==> src/sv/tcd_pkg.sv <==
`timescale 1ns / 1ps

package tcd_pkg;

  localparam int unsigned TEMP_W = 16;
  localparam int unsigned ERR_W = 17;
  localparam int unsigned HELD_W = 4;
  localparam int unsigned PC_W = 3;

  // Configuration register indexes.
  localparam logic [1:0] REG_SETPOINT = 2'd0;
  localparam logic [1:0] REG_ON_THR = 2'd1;
  localparam logic [1:0] REG_OFF_THR = 2'd2;
  localparam logic [1:0] REG_TREND_THR = 2'd3;

  localparam logic [1:0] TREND_STABLE = 2'b00;
  localparam logic [1:0] TREND_RISE = 2'b01;
  localparam logic [1:0] TREND_FALL = 2'b11;

  typedef enum logic [1:0] {
    MODE_OFF  = 2'd0,
    MODE_ON   = 2'd1,
    MODE_IDLE = 2'd2
  } mode_e;

  // Jump conditions of the sequencer.
  typedef enum logic [2:0] {
    COND_NEVER     = 3'd0,
    COND_NO_INPUT  = 3'd1,
    COND_SCAN_MORE = 3'd2,
    COND_DIV_MORE  = 3'd3,
    COND_OUT_BUSY  = 3'd4
  } cond_e;

  // Program step addresses.
  localparam logic [PC_W-1:0] STEP_IDLE = 3'd0;
  localparam logic [PC_W-1:0] STEP_READ = 3'd1;
  localparam logic [PC_W-1:0] STEP_ACC = 3'd2;
  localparam logic [PC_W-1:0] STEP_OLDEST = 3'd3;
  localparam logic [PC_W-1:0] STEP_TREND = 3'd4;
  localparam logic [PC_W-1:0] STEP_DIV = 3'd5;
  localparam logic [PC_W-1:0] STEP_FIX = 3'd6;
  localparam logic [PC_W-1:0] STEP_OUT = 3'd7;

  typedef struct packed {
    logic in_rdy;
    logic rd_scan;
    logic rd_oldest;
    logic acc_en;
    logic trend_en;
    logic div_load;
    logic div_step;
    logic fix_en;
    logic out_load;
    cond_e cond;
    logic [PC_W-1:0] target;
  } uctrl_t;

  typedef struct packed {
    logic in_valid;
    logic scan_more;
    logic div_more;
    logic out_busy;
  } seq_flags_t;

  function automatic uctrl_t ucode_rom(input logic [PC_W-1:0] pc);
    uctrl_t w;
    w = '{default: '0, cond: COND_NEVER, target: STEP_IDLE};
    unique case (pc)
      STEP_IDLE: begin
        w.in_rdy = 1'b1;
        w.cond = COND_NO_INPUT;
        w.target = STEP_IDLE;
      end
      STEP_READ: w.rd_scan = 1'b1;
      STEP_ACC: begin
        w.acc_en = 1'b1;
        w.cond = COND_SCAN_MORE;
        w.target = STEP_READ;
      end
      STEP_OLDEST: w.rd_oldest = 1'b1;
      STEP_TREND: begin
        w.trend_en = 1'b1;
        w.div_load = 1'b1;
      end
      STEP_DIV: begin
        w.div_step = 1'b1;
        w.cond = COND_DIV_MORE;
        w.target = STEP_DIV;
      end
      STEP_FIX: w.fix_en = 1'b1;
      STEP_OUT: begin
        w.out_load = 1'b1;
        w.cond = COND_OUT_BUSY;
        w.target = STEP_OUT;
      end
      default: w.cond = COND_NEVER;
    endcase
    return w;
  endfunction

endpackage

==> src/sv/tcd_seq.sv <==
`timescale 1ns / 1ps

module tcd_seq (
  input  logic                  clk_i,
  input  logic                  rst_ni,
  input  tcd_pkg::seq_flags_t   flags_i,
  output tcd_pkg::uctrl_t       ctrl_o
);

  logic [tcd_pkg::PC_W-1:0] pc_q, pc_d;
  tcd_pkg::uctrl_t          word;
  logic                     take_jump;

  assign word = tcd_pkg::ucode_rom(pc_q);
  assign ctrl_o = word;

  always_comb begin
    unique case (word.cond)
      tcd_pkg::COND_NEVER:     take_jump = 1'b0;
      tcd_pkg::COND_NO_INPUT:  take_jump = !flags_i.in_valid;
      tcd_pkg::COND_SCAN_MORE: take_jump = flags_i.scan_more;
      tcd_pkg::COND_DIV_MORE:  take_jump = flags_i.div_more;
      tcd_pkg::COND_OUT_BUSY:  take_jump = flags_i.out_busy;
      default:                 take_jump = 1'b0;
    endcase
  end

  // The last step falls through to address zero by wrap-around.
  assign pc_d = take_jump ? word.target : pc_q + tcd_pkg::PC_W'(1);

  always_ff @(posedge clk_i or negedge rst_ni) begin
    if (!rst_ni) begin
      pc_q <= tcd_pkg::STEP_IDLE;
    end else begin
      pc_q <= pc_d;
    end
  end

endmodule

==> src/sv/tcd_div.sv <==
`timescale 1ns / 1ps

module tcd_div #(
  parameter int unsigned SUM_W = 20,
  parameter int unsigned CNT_W = 4
) (
  input  logic             clk_i,
  input  logic             rst_ni,
  input  logic             load_i,
  input  logic             step_i,
  input  logic [SUM_W-1:0] dividend_i,
  input  logic [CNT_W-1:0] divisor_i,
  output logic [SUM_W-1:0] quotient_o,
  output logic             last_o
);

  localparam int unsigned ITER_W = $clog2(SUM_W + 1);

  logic [SUM_W-1:0]  dvd_q, dvd_d;
  logic [CNT_W-1:0]  rem_q, rem_d;
  logic [CNT_W-1:0]  dsr_q, dsr_d;
  logic [ITER_W-1:0] cnt_q, cnt_d;
  logic [CNT_W:0]    shifted;
  logic [CNT_W:0]    diff;
  logic              ge;

  // Restoring division, one quotient bit per step; quotient bits shift
  // into the dividend register as its bits move out.
  assign shifted = {rem_q, dvd_q[SUM_W-1]};
  assign ge = shifted >= {1'b0, dsr_q};
  assign diff = shifted - {1'b0, dsr_q};

  always_comb begin
    dvd_d = dvd_q;
    rem_d = rem_q;
    dsr_d = dsr_q;
    cnt_d = cnt_q;
    if (load_i) begin
      dvd_d = dividend_i;
      rem_d = '0;
      dsr_d = divisor_i;
      cnt_d = ITER_W'(SUM_W);
    end else if (step_i) begin
      dvd_d = {dvd_q[SUM_W-2:0], ge};
      rem_d = ge ? diff[CNT_W-1:0] : shifted[CNT_W-1:0];
      cnt_d = cnt_q - ITER_W'(1);
    end
  end

  always_ff @(posedge clk_i or negedge rst_ni) begin
    if (!rst_ni) begin
      cnt_q <= '0;
    end else begin
      cnt_q <= cnt_d;
    end
  end

  always_ff @(posedge clk_i) begin
    dvd_q <= dvd_d;
    rem_q <= rem_d;
    dsr_q <= dsr_d;
  end

  assign quotient_o = dvd_q;
  assign last_o = cnt_q == ITER_W'(1);

endmodule

==> src/sv/thermostat_trend_cooling_decider_top.sv <==
`timescale 1ns / 1ps

// Channel  Direction  Handshake                 Payload
// in       input      in_valid_i / in_ready_o   sample_temp_i
// out      output     out_valid_o / out_ready_i average_temp_o, trend_o, temp_error_o,
//                                               cooling_mode_o, samples_held_o
// cfg      input      cfg_we_i (no wait)        cfg_idx_i, cfg_data_i
//
// The time an item takes is set by the ring scan (one read and one add per entry
// over the single memory port) and by the bit-serial divider, whose width is
// SUM_W = 16 + clog2(RING_DEPTH+1).
// Reset clears the control state and loads the register defaults; no clearing pass.
// A stalled result sits in the output register while the next item is accepted
// and worked on; only the final load step waits for that register to free up.

module thermostat_trend_cooling_decider_top #(
  parameter int unsigned RING_DEPTH = 10
) (
  input  logic        clk_i,
  input  logic        rst_ni,
  input  logic        cfg_we_i,
  input  logic [1:0]  cfg_idx_i,
  input  logic [15:0] cfg_data_i,
  input  logic        in_valid_i,
  output logic        in_ready_o,
  input  logic signed [15:0] sample_temp_i,
  output logic        out_valid_o,
  input  logic        out_ready_i,
  output logic signed [15:0] average_temp_o,
  output logic signed [1:0]  trend_o,
  output logic signed [16:0] temp_error_o,
  output logic [1:0]  cooling_mode_o,
  output logic [3:0]  samples_held_o
);

  localparam int unsigned AW = (RING_DEPTH > 1) ? $clog2(RING_DEPTH) : 1;
  localparam int unsigned CNT_W = $clog2(RING_DEPTH + 1);
  localparam int unsigned SUM_W = tcd_pkg::TEMP_W + CNT_W;

  tcd_pkg::uctrl_t     ctrl;
  tcd_pkg::seq_flags_t flags;

  logic signed [15:0] setpoint_q;
  logic [15:0]        on_thr_q, off_thr_q, trend_thr_q;

  logic [15:0]        ring_mem [RING_DEPTH];
  logic [15:0]        rd_data_q;
  logic [AW-1:0]      rd_addr;
  logic               rd_en;

  logic [AW-1:0]      wr_slot_q, wr_slot_d;
  logic [CNT_W-1:0]   fill_q, fill_d;
  logic [CNT_W-1:0]   scan_q, scan_d;
  logic               in_acc;
  logic               full;

  logic signed [15:0]    sample_q;
  logic signed [16:0]    err_q;
  logic signed [SUM_W-1:0] acc_q;
  logic [1:0]            trend_q;
  logic                  neg_q;
  logic [15:0]           avg_q;
  logic [SUM_W-1:0]      quotient;
  logic [SUM_W-1:0]      sum_mag;
  logic                  div_last;

  logic signed [16:0] diff;
  logic signed [17:0] trend_thr_s;
  logic signed [17:0] err_ext;
  logic [1:0]         trend_calc;
  logic [1:0]         mode_calc;
  logic               out_busy;
  logic               out_take;
  logic [CNT_W+3:0]   held_ext;

  logic               out_valid_q;
  logic [15:0]        avg_out_q;
  logic [1:0]         trend_out_q;
  logic [16:0]        err_out_q;
  logic [1:0]         mode_out_q;
  logic [3:0]         held_out_q;

  tcd_seq u_seq (
    .clk_i  (clk_i),
    .rst_ni (rst_ni),
    .flags_i(flags),
    .ctrl_o (ctrl)
  );

  tcd_div #(
    .SUM_W(SUM_W),
    .CNT_W(CNT_W)
  ) u_div (
    .clk_i     (clk_i),
    .rst_ni    (rst_ni),
    .load_i    (ctrl.div_load),
    .step_i    (ctrl.div_step),
    .dividend_i(sum_mag),
    .divisor_i (fill_q),
    .quotient_o(quotient),
    .last_o    (div_last)
  );

  assign in_ready_o = ctrl.in_rdy;
  assign in_acc = in_valid_i && ctrl.in_rdy;
  assign full = fill_q == CNT_W'(RING_DEPTH);
  assign out_busy = out_valid_q && !out_ready_i;
  assign out_take = ctrl.out_load && !out_busy;

  assign flags.in_valid = in_valid_i;
  assign flags.scan_more = scan_q != fill_q;
  assign flags.div_more = !div_last;
  assign flags.out_busy = out_busy;

  // Configuration registers.
  always_ff @(posedge clk_i or negedge rst_ni) begin
    if (!rst_ni) begin
      setpoint_q <= '0;
      on_thr_q <= 16'd32;
      off_thr_q <= 16'd8;
      trend_thr_q <= 16'd8;
    end else if (cfg_we_i) begin
      unique case (cfg_idx_i)
        tcd_pkg::REG_SETPOINT:  setpoint_q <= cfg_data_i;
        tcd_pkg::REG_ON_THR:    on_thr_q <= cfg_data_i;
        tcd_pkg::REG_OFF_THR:   off_thr_q <= cfg_data_i;
        tcd_pkg::REG_TREND_THR: trend_thr_q <= cfg_data_i;
        default: ;
      endcase
    end
  end

  // Ring pointers and scan counter.
  always_comb begin
    wr_slot_d = wr_slot_q;
    fill_d = fill_q;
    scan_d = scan_q;
    if (in_acc) begin
      wr_slot_d = (wr_slot_q == AW'(RING_DEPTH - 1)) ? '0 : wr_slot_q + AW'(1);
      fill_d = full ? fill_q : fill_q + CNT_W'(1);
      scan_d = '0;
    end else if (ctrl.rd_scan) begin
      scan_d = scan_q + CNT_W'(1);
    end
  end

  always_ff @(posedge clk_i or negedge rst_ni) begin
    if (!rst_ni) begin
      wr_slot_q <= '0;
      fill_q <= '0;
      scan_q <= '0;
    end else begin
      wr_slot_q <= wr_slot_d;
      fill_q <= fill_d;
      scan_q <= scan_d;
    end
  end

  // Once the ring is full the oldest sample sits at the next write slot;
  // before that it is entry zero.
  assign rd_addr = ctrl.rd_oldest ? (full ? wr_slot_q : '0) : scan_q[AW-1:0];
  assign rd_en = ctrl.rd_scan || ctrl.rd_oldest;

  always_ff @(posedge clk_i) begin
    if (in_acc) begin
      ring_mem[wr_slot_q] <= sample_temp_i;
    end
    if (rd_en) begin
      rd_data_q <= ring_mem[rd_addr];
    end
  end

  // Trend from the newest sample against the oldest.
  assign diff = {sample_q[15], sample_q} - {rd_data_q[15], rd_data_q};
  assign trend_thr_s = {2'b00, trend_thr_q};

  always_comb begin
    trend_calc = tcd_pkg::TREND_STABLE;
    if (fill_q >= CNT_W'(2)) begin
      if ($signed({diff[16], diff}) > trend_thr_s) begin
        trend_calc = tcd_pkg::TREND_RISE;
      end else if ($signed({diff[16], diff}) < -trend_thr_s) begin
        trend_calc = tcd_pkg::TREND_FALL;
      end
    end
  end

  assign sum_mag = acc_q[SUM_W-1] ? SUM_W'(-acc_q) : SUM_W'(acc_q);

  always_ff @(posedge clk_i) begin
    if (in_acc) begin
      sample_q <= sample_temp_i;
      err_q <= {sample_temp_i[15], sample_temp_i} - {setpoint_q[15], setpoint_q};
      acc_q <= '0;
    end else if (ctrl.acc_en) begin
      acc_q <= acc_q + SUM_W'(signed'(rd_data_q));
    end
    if (ctrl.trend_en) begin
      trend_q <= trend_calc;
      neg_q <= acc_q[SUM_W-1];
    end
    if (ctrl.fix_en) begin
      avg_q <= neg_q ? -quotient[15:0] : quotient[15:0];
    end
  end

  // Cooling decision; a falling trend with positive error holds at idle.
  assign err_ext = {err_q[16], err_q};

  always_comb begin
    if (err_ext > signed'({2'b00, on_thr_q})) begin
      mode_calc = tcd_pkg::MODE_ON;
    end else if (err_ext <= signed'({2'b00, off_thr_q})) begin
      mode_calc = tcd_pkg::MODE_OFF;
    end else begin
      mode_calc = tcd_pkg::MODE_IDLE;
    end
    if (trend_q == tcd_pkg::TREND_FALL && err_ext > 18'sd0) begin
      mode_calc = tcd_pkg::MODE_IDLE;
    end
  end

  assign held_ext = {4'b0000, fill_q};

  // Output register.
  always_ff @(posedge clk_i or negedge rst_ni) begin
    if (!rst_ni) begin
      out_valid_q <= 1'b0;
    end else if (out_take) begin
      out_valid_q <= 1'b1;
    end else if (out_ready_i) begin
      out_valid_q <= 1'b0;
    end
  end

  always_ff @(posedge clk_i) begin
    if (out_take) begin
      avg_out_q <= avg_q;
      trend_out_q <= trend_q;
      err_out_q <= err_q;
      mode_out_q <= mode_calc;
      held_out_q <= held_ext[3:0];
    end
  end

  assign out_valid_o = out_valid_q;
  assign average_temp_o = avg_out_q;
  assign trend_o = trend_out_q;
  assign temp_error_o = err_out_q;
  assign cooling_mode_o = mode_out_q;
  assign samples_held_o = held_out_q;

  a_fill_bound: assert property (@(posedge clk_i) disable iff (!rst_ni)
    fill_q <= CNT_W'(RING_DEPTH))
    else $error("fill count beyond ring depth");

  a_slot_bound: assert property (@(posedge clk_i) disable iff (!rst_ni)
    wr_slot_q <= AW'(RING_DEPTH - 1))
    else $error("write slot beyond ring depth");

  a_fill_step: assert property (@(posedge clk_i) disable iff (!rst_ni)
    in_acc |=> (fill_q == $past(fill_q) + CNT_W'(1)) ||
               (fill_q == CNT_W'(RING_DEPTH) && $past(fill_q) == CNT_W'(RING_DEPTH)))
    else $error("fill count did not advance on an accepted item");

  a_scan_bound: assert property (@(posedge clk_i) disable iff (!rst_ni)
    ctrl.acc_en |-> scan_q <= fill_q && scan_q != '0)
    else $error("ring scan ran past the held samples");

endmodule
==> config.mk <==
export PLATFORM = sky130hd
export DESIGN_NAME = thermostat_trend_cooling_decider_top
export DESIGN_NICKNAME = d
export VERILOG_FILES = /design/src/sv/tcd_pkg.sv /design/src/sv/tcd_seq.sv /design/src/sv/tcd_div.sv /design/src/sv/thermostat_trend_cooling_decider_top.sv
export SDC_FILE = /design/constraint.sdc
export NUM_CORES = 1
export LEC_CHECK = 0
export BUFFER_PORTS_ARGS = -buffer_cell sky130_fd_sc_hd__buf_4
export CAP_MARGIN = 5
export CORE_ASPECT_RATIO = 2
export CORE_UTILIZATION = 55
export DETAILED_ROUTE_END_ITERATION = 10
export GPL_ROUTABILITY_DRIVEN = 0
export GPL_TIMING_DRIVEN = 0
export HOLD_SLACK_MARGIN = 0.12
export PLACE_DENSITY = 0.72
export SLEW_MARGIN = 20
export SYNTH_ARGS = -nofsm -noshare
export SYNTH_HDL_FRONTEND = slang
export SYNTH_SLANG_ARGS = --single-unit
==> constraint.sdc <==
create_clock -name clk_i -period 4.7 [get_ports clk_i]
set_input_delay 0 -clock clk_i [delete_from_list [all_inputs] [get_ports clk_i]]
set_output_delay 0 -clock clk_i [all_outputs]
set_load 0.005 [all_outputs]
==> flow_summary.toml <==
[power_and_ir_drop]
p_clk_share_pct = 20.9
netSwitchingFraction_pct = 38.4
power_density_mw_per_mm2 = 624
p_seq_share_pct = 37.0
p_leak_nw = 9.13
power.internal_mw = 8.88
p_switching_mw = 5.54
peakVddDrop_mv = 0.432
combPwrFrac_pct = 42.1

[yosys]
synthCells = 1766
ys_ff_latch = 402
synth_edf_count = 293
syn_avg_cell_area_um2 = 11.4
synth_top_area_cell = "edfxtp_1"
ys_warn_count = 0
async_flop_share_pct = 21.1
synth_most_common_cell = "edfxtp_1"
syn-num-nets = 1937
seq_area_frac_synth_pct = 56.9
synth_top_area_share_pct = 43.9
synth.area.top_cells = "edfxtp_1 44%, dfrtp_1 10%, ha_1 8.0%"
synthFlopType = "edfxtp_1"
netlist_area_mm2 = 0.0200
synth.top_cells.by_count = "293 x edfxtp_1, 261 x nand2_1, 128 x ha_1"
synth.distinct_cells = 71

[critical_path]
path_cells = "inv_2 -> ha_1 -> nor2b_1 -> o211a_1 -> o311a_1 -> o31ai_4 -> o21bai_1 -> a21oi_2 -> o21bai_1 -> a21oi_1 -> xnor2_1 -> ha_1 -> nand3_2 -> nor4_4 -> o211ai_1 -> mux2_2 -> a311oi_2 -> a2111oi_0 -> nor2_1 -> o31ai_1"
cp-startpoint = "rd_data_q[1]"
slowest_delay_ps = 420
arrival_ps = 4720
cp_slowest_cell = "edfxtp_1"
r2r-start = "rd_data_q[1]"
rrSetupSlack_ps = 250
cp.depth = 20
cp-start-kind = "flip-flop"
cp-end-kind = "flip-flop"
rr_worst_depth = 20
critPathBufInv = 1
critPathTopFamily = "compound AO/OA/AOI/OAI gates"
critPathCapture = "trend_q[0]"
cp.required_ps = 4960
r2r-end = "trend_q[0]"
crit_fanout = 3
critPathKind = "flip-flop to flip-flop"

[die]
fp.coreArea_mm2 = 0.0358
fp.dieH_um = 272
start_util_pct = 56.0
die-area_mm2 = 0.0373
io_pins = 82
fp.dieW_um = 137
fp-row-count = 98

[clock_tree]
clockBufferDepth = 3
clk_latency_ps = 550
path_clk_slew_ps = 70
root_buffer = "clkbuf_16"
cts_num_sinks = 402
numCtsBuffers = 36
tritoncts = "yes"
h-tree-depth = 2

[global_route]
grtUsageTotal_pct = 26.7
grt_overflow = 0
antenna_found_initial = 0
grt_pass1_vias = 14144
grt_start_max_net_pins = 86
grt_pass1_wl_mm = 75.1

[detailed_routing]
wl_per_cell_um = 19.9
drt-vias-per-instance = 5.78
vias = 13971
finalWirelength_mm = 48.1
drc = 0
first_pass_iters = 5
drtAntennaViolNets = 0
drt_iter0_drc = 644

[sta]
period_minus_slack_ps = 4450
clock_skew_ps = 23.6
timing.hold.ws_ps = 99.6
final_hold_viol_count = 0
finalMaxSlewViolations = 0
fmax_ghz = 0.225
setup_viol = 0
fin_ws_ps = 247
tightest_slew_ps = 981
maxSlewHeadroom_pct = 34.2
fin_crit_sh_pct = 94.7

[finish]
nFillCells = 2797
finalInstanceArea_mm2 = 0.0231
drive_gt1_share_pct = 11.9
fin_cells = 2419
fin_nets = 2113
antennaDiodeCount = 0
area_growth_pct = 15.2
fin_util_pct = 64.5

[flow_run]
drv_cap = 0

[place]
post-place-ws_ps = -254
hpwl_mm = 36.2
dp_cells = 2304
postPlaceCellArea_mm2 = 0.0213
numPortBuffers = 81

[status]
outcome = "completed"

[worst_hold_path]
hold_path.class = "input pin to asynchronous set/reset pin"
[state kept, by name, summed over array words and instances (netlist names), 4 cells and up]
name              flops
u_div.dsr_q           4
u_div.rem_q           4
sample_q             16
u_div.quotient_o     20
temp_error_o         17
samples_held_o        4
u_div.cnt_q           5
ring_mem            160
err_q                17
scan_q                4
trend_thr_q          16
wr_slot_q             4
avg_q                16
average_temp_o       16
acc_q                20
off_thr_q            16
setpoint_q           16
fill_q                4
on_thr_q             16
rd_data_q            16
[final cells by class]
cell class,instances,area [um2],area share (%)
Multi-Input combinational cell,1184,8050,34.8
Inverter,123,462,2.00
Clock buffer,41,920,3.98
Buffer,57,215,0.932
Tap cell,450,563,2.44
Clock inverter,24,280,1.21
Timing Repair Buffer,138,1200,5.20
Sequential cell,402,11400,49.4
[cells in the final DEF, fill, tap and decap left out, types with 5 or more instances in the layout]
cell type and count:
edfxtp_1 293, nand2_1 261, ha_1 128, inv_1 121, buf_4 86, o21ai_0 85
dfrtp_1 82, a21oi_1 78, nor2_1 64, xnor2_1 59, clkbuf_1 58, mux2_2 51
dlygate4sd3_1 47, nand3_1 46, clkbuf_16 36, xor2_1 33, nor2b_1 25, a31oi_1 25
nor3_1 24, a211oi_1 24, dfxtp_1 24, and2_1 22, and3_1 22, a311oi_1 18
a21o_1 16, or3_1 16, nor4_1 15, o21a_1 14, o31ai_1 13, nand2b_1 13
nand4_1 13, nand3b_1 8, clkinv_1 8, o211ai_1 7, nor2_2 7, a21boi_0 6
or4_1 6, o21bai_1 6, clkinv_2 6, bufinv_16 5
[per-layer routing]
metal  up-vias  wire length (um)  track usage [%]
met1      6725             16900             27.5
li1       6753                 -                -
met4         0              3020             15.9
met2       354             26700             50.8
met5         -                 0                0
met3       139              1420             2.57
[worst min-delay path by stage]
stage,cells past startpoint,end,startpoint
after floorplan,0,fill_q[0],rst_ni
after global placement,3,setpoint_q[2],cfg_data_i[2]
after detailed placement,3,setpoint_q[2],cfg_data_i[2]
after CTS,2,off_thr_q[8],rst_ni
after global routing,2,off_thr_q[5],rst_ni
final,2,off_thr_q[8],rst_ni
[through the flow]
step	setup TNS (ps)	power, mW
global placement	-370	11.0
CTS	0	14.4
detailed placement	-410	11.3
floorplan	0	9.51
finish	0	14.4
global route	-7.53	15.4
[power by group through the flow]
stage,sequential (mW),combinational (mW),clock (mW)
after floorplan,5.18,4.33,0
after global placement,5.39,5.62,0
after detailed placement,5.41,5.88,0
after CTS,5.33,5.97,3.06
after global routing,5.41,6.75,3.18
final,5.34,6.06,3.02
[kinds of logic after synthesis]
logic type,Yosys count,share of synthesized area (%)
AND/OR/NAND/NOR,567,13.4
flip-flops,402,56.9
AO/OA/AOI/OAI,338,10.9
buffers and inverters,180,3.37
adder cells (fa/ha/maj),133,8.44
XOR/XNOR,92,4.02
multiplexers,54,3.01
[timing repair]
action                                  in CTS  in global routing
gates resized for setup                      4                  7
buffers inserted                             0                  3
pin swaps                                    0                  1
endpoints found under the setup margin       2                  3
hold endpoints to repair                   332                  0
hold buffers                                47                  0
(Power assumes the default switching activity.)
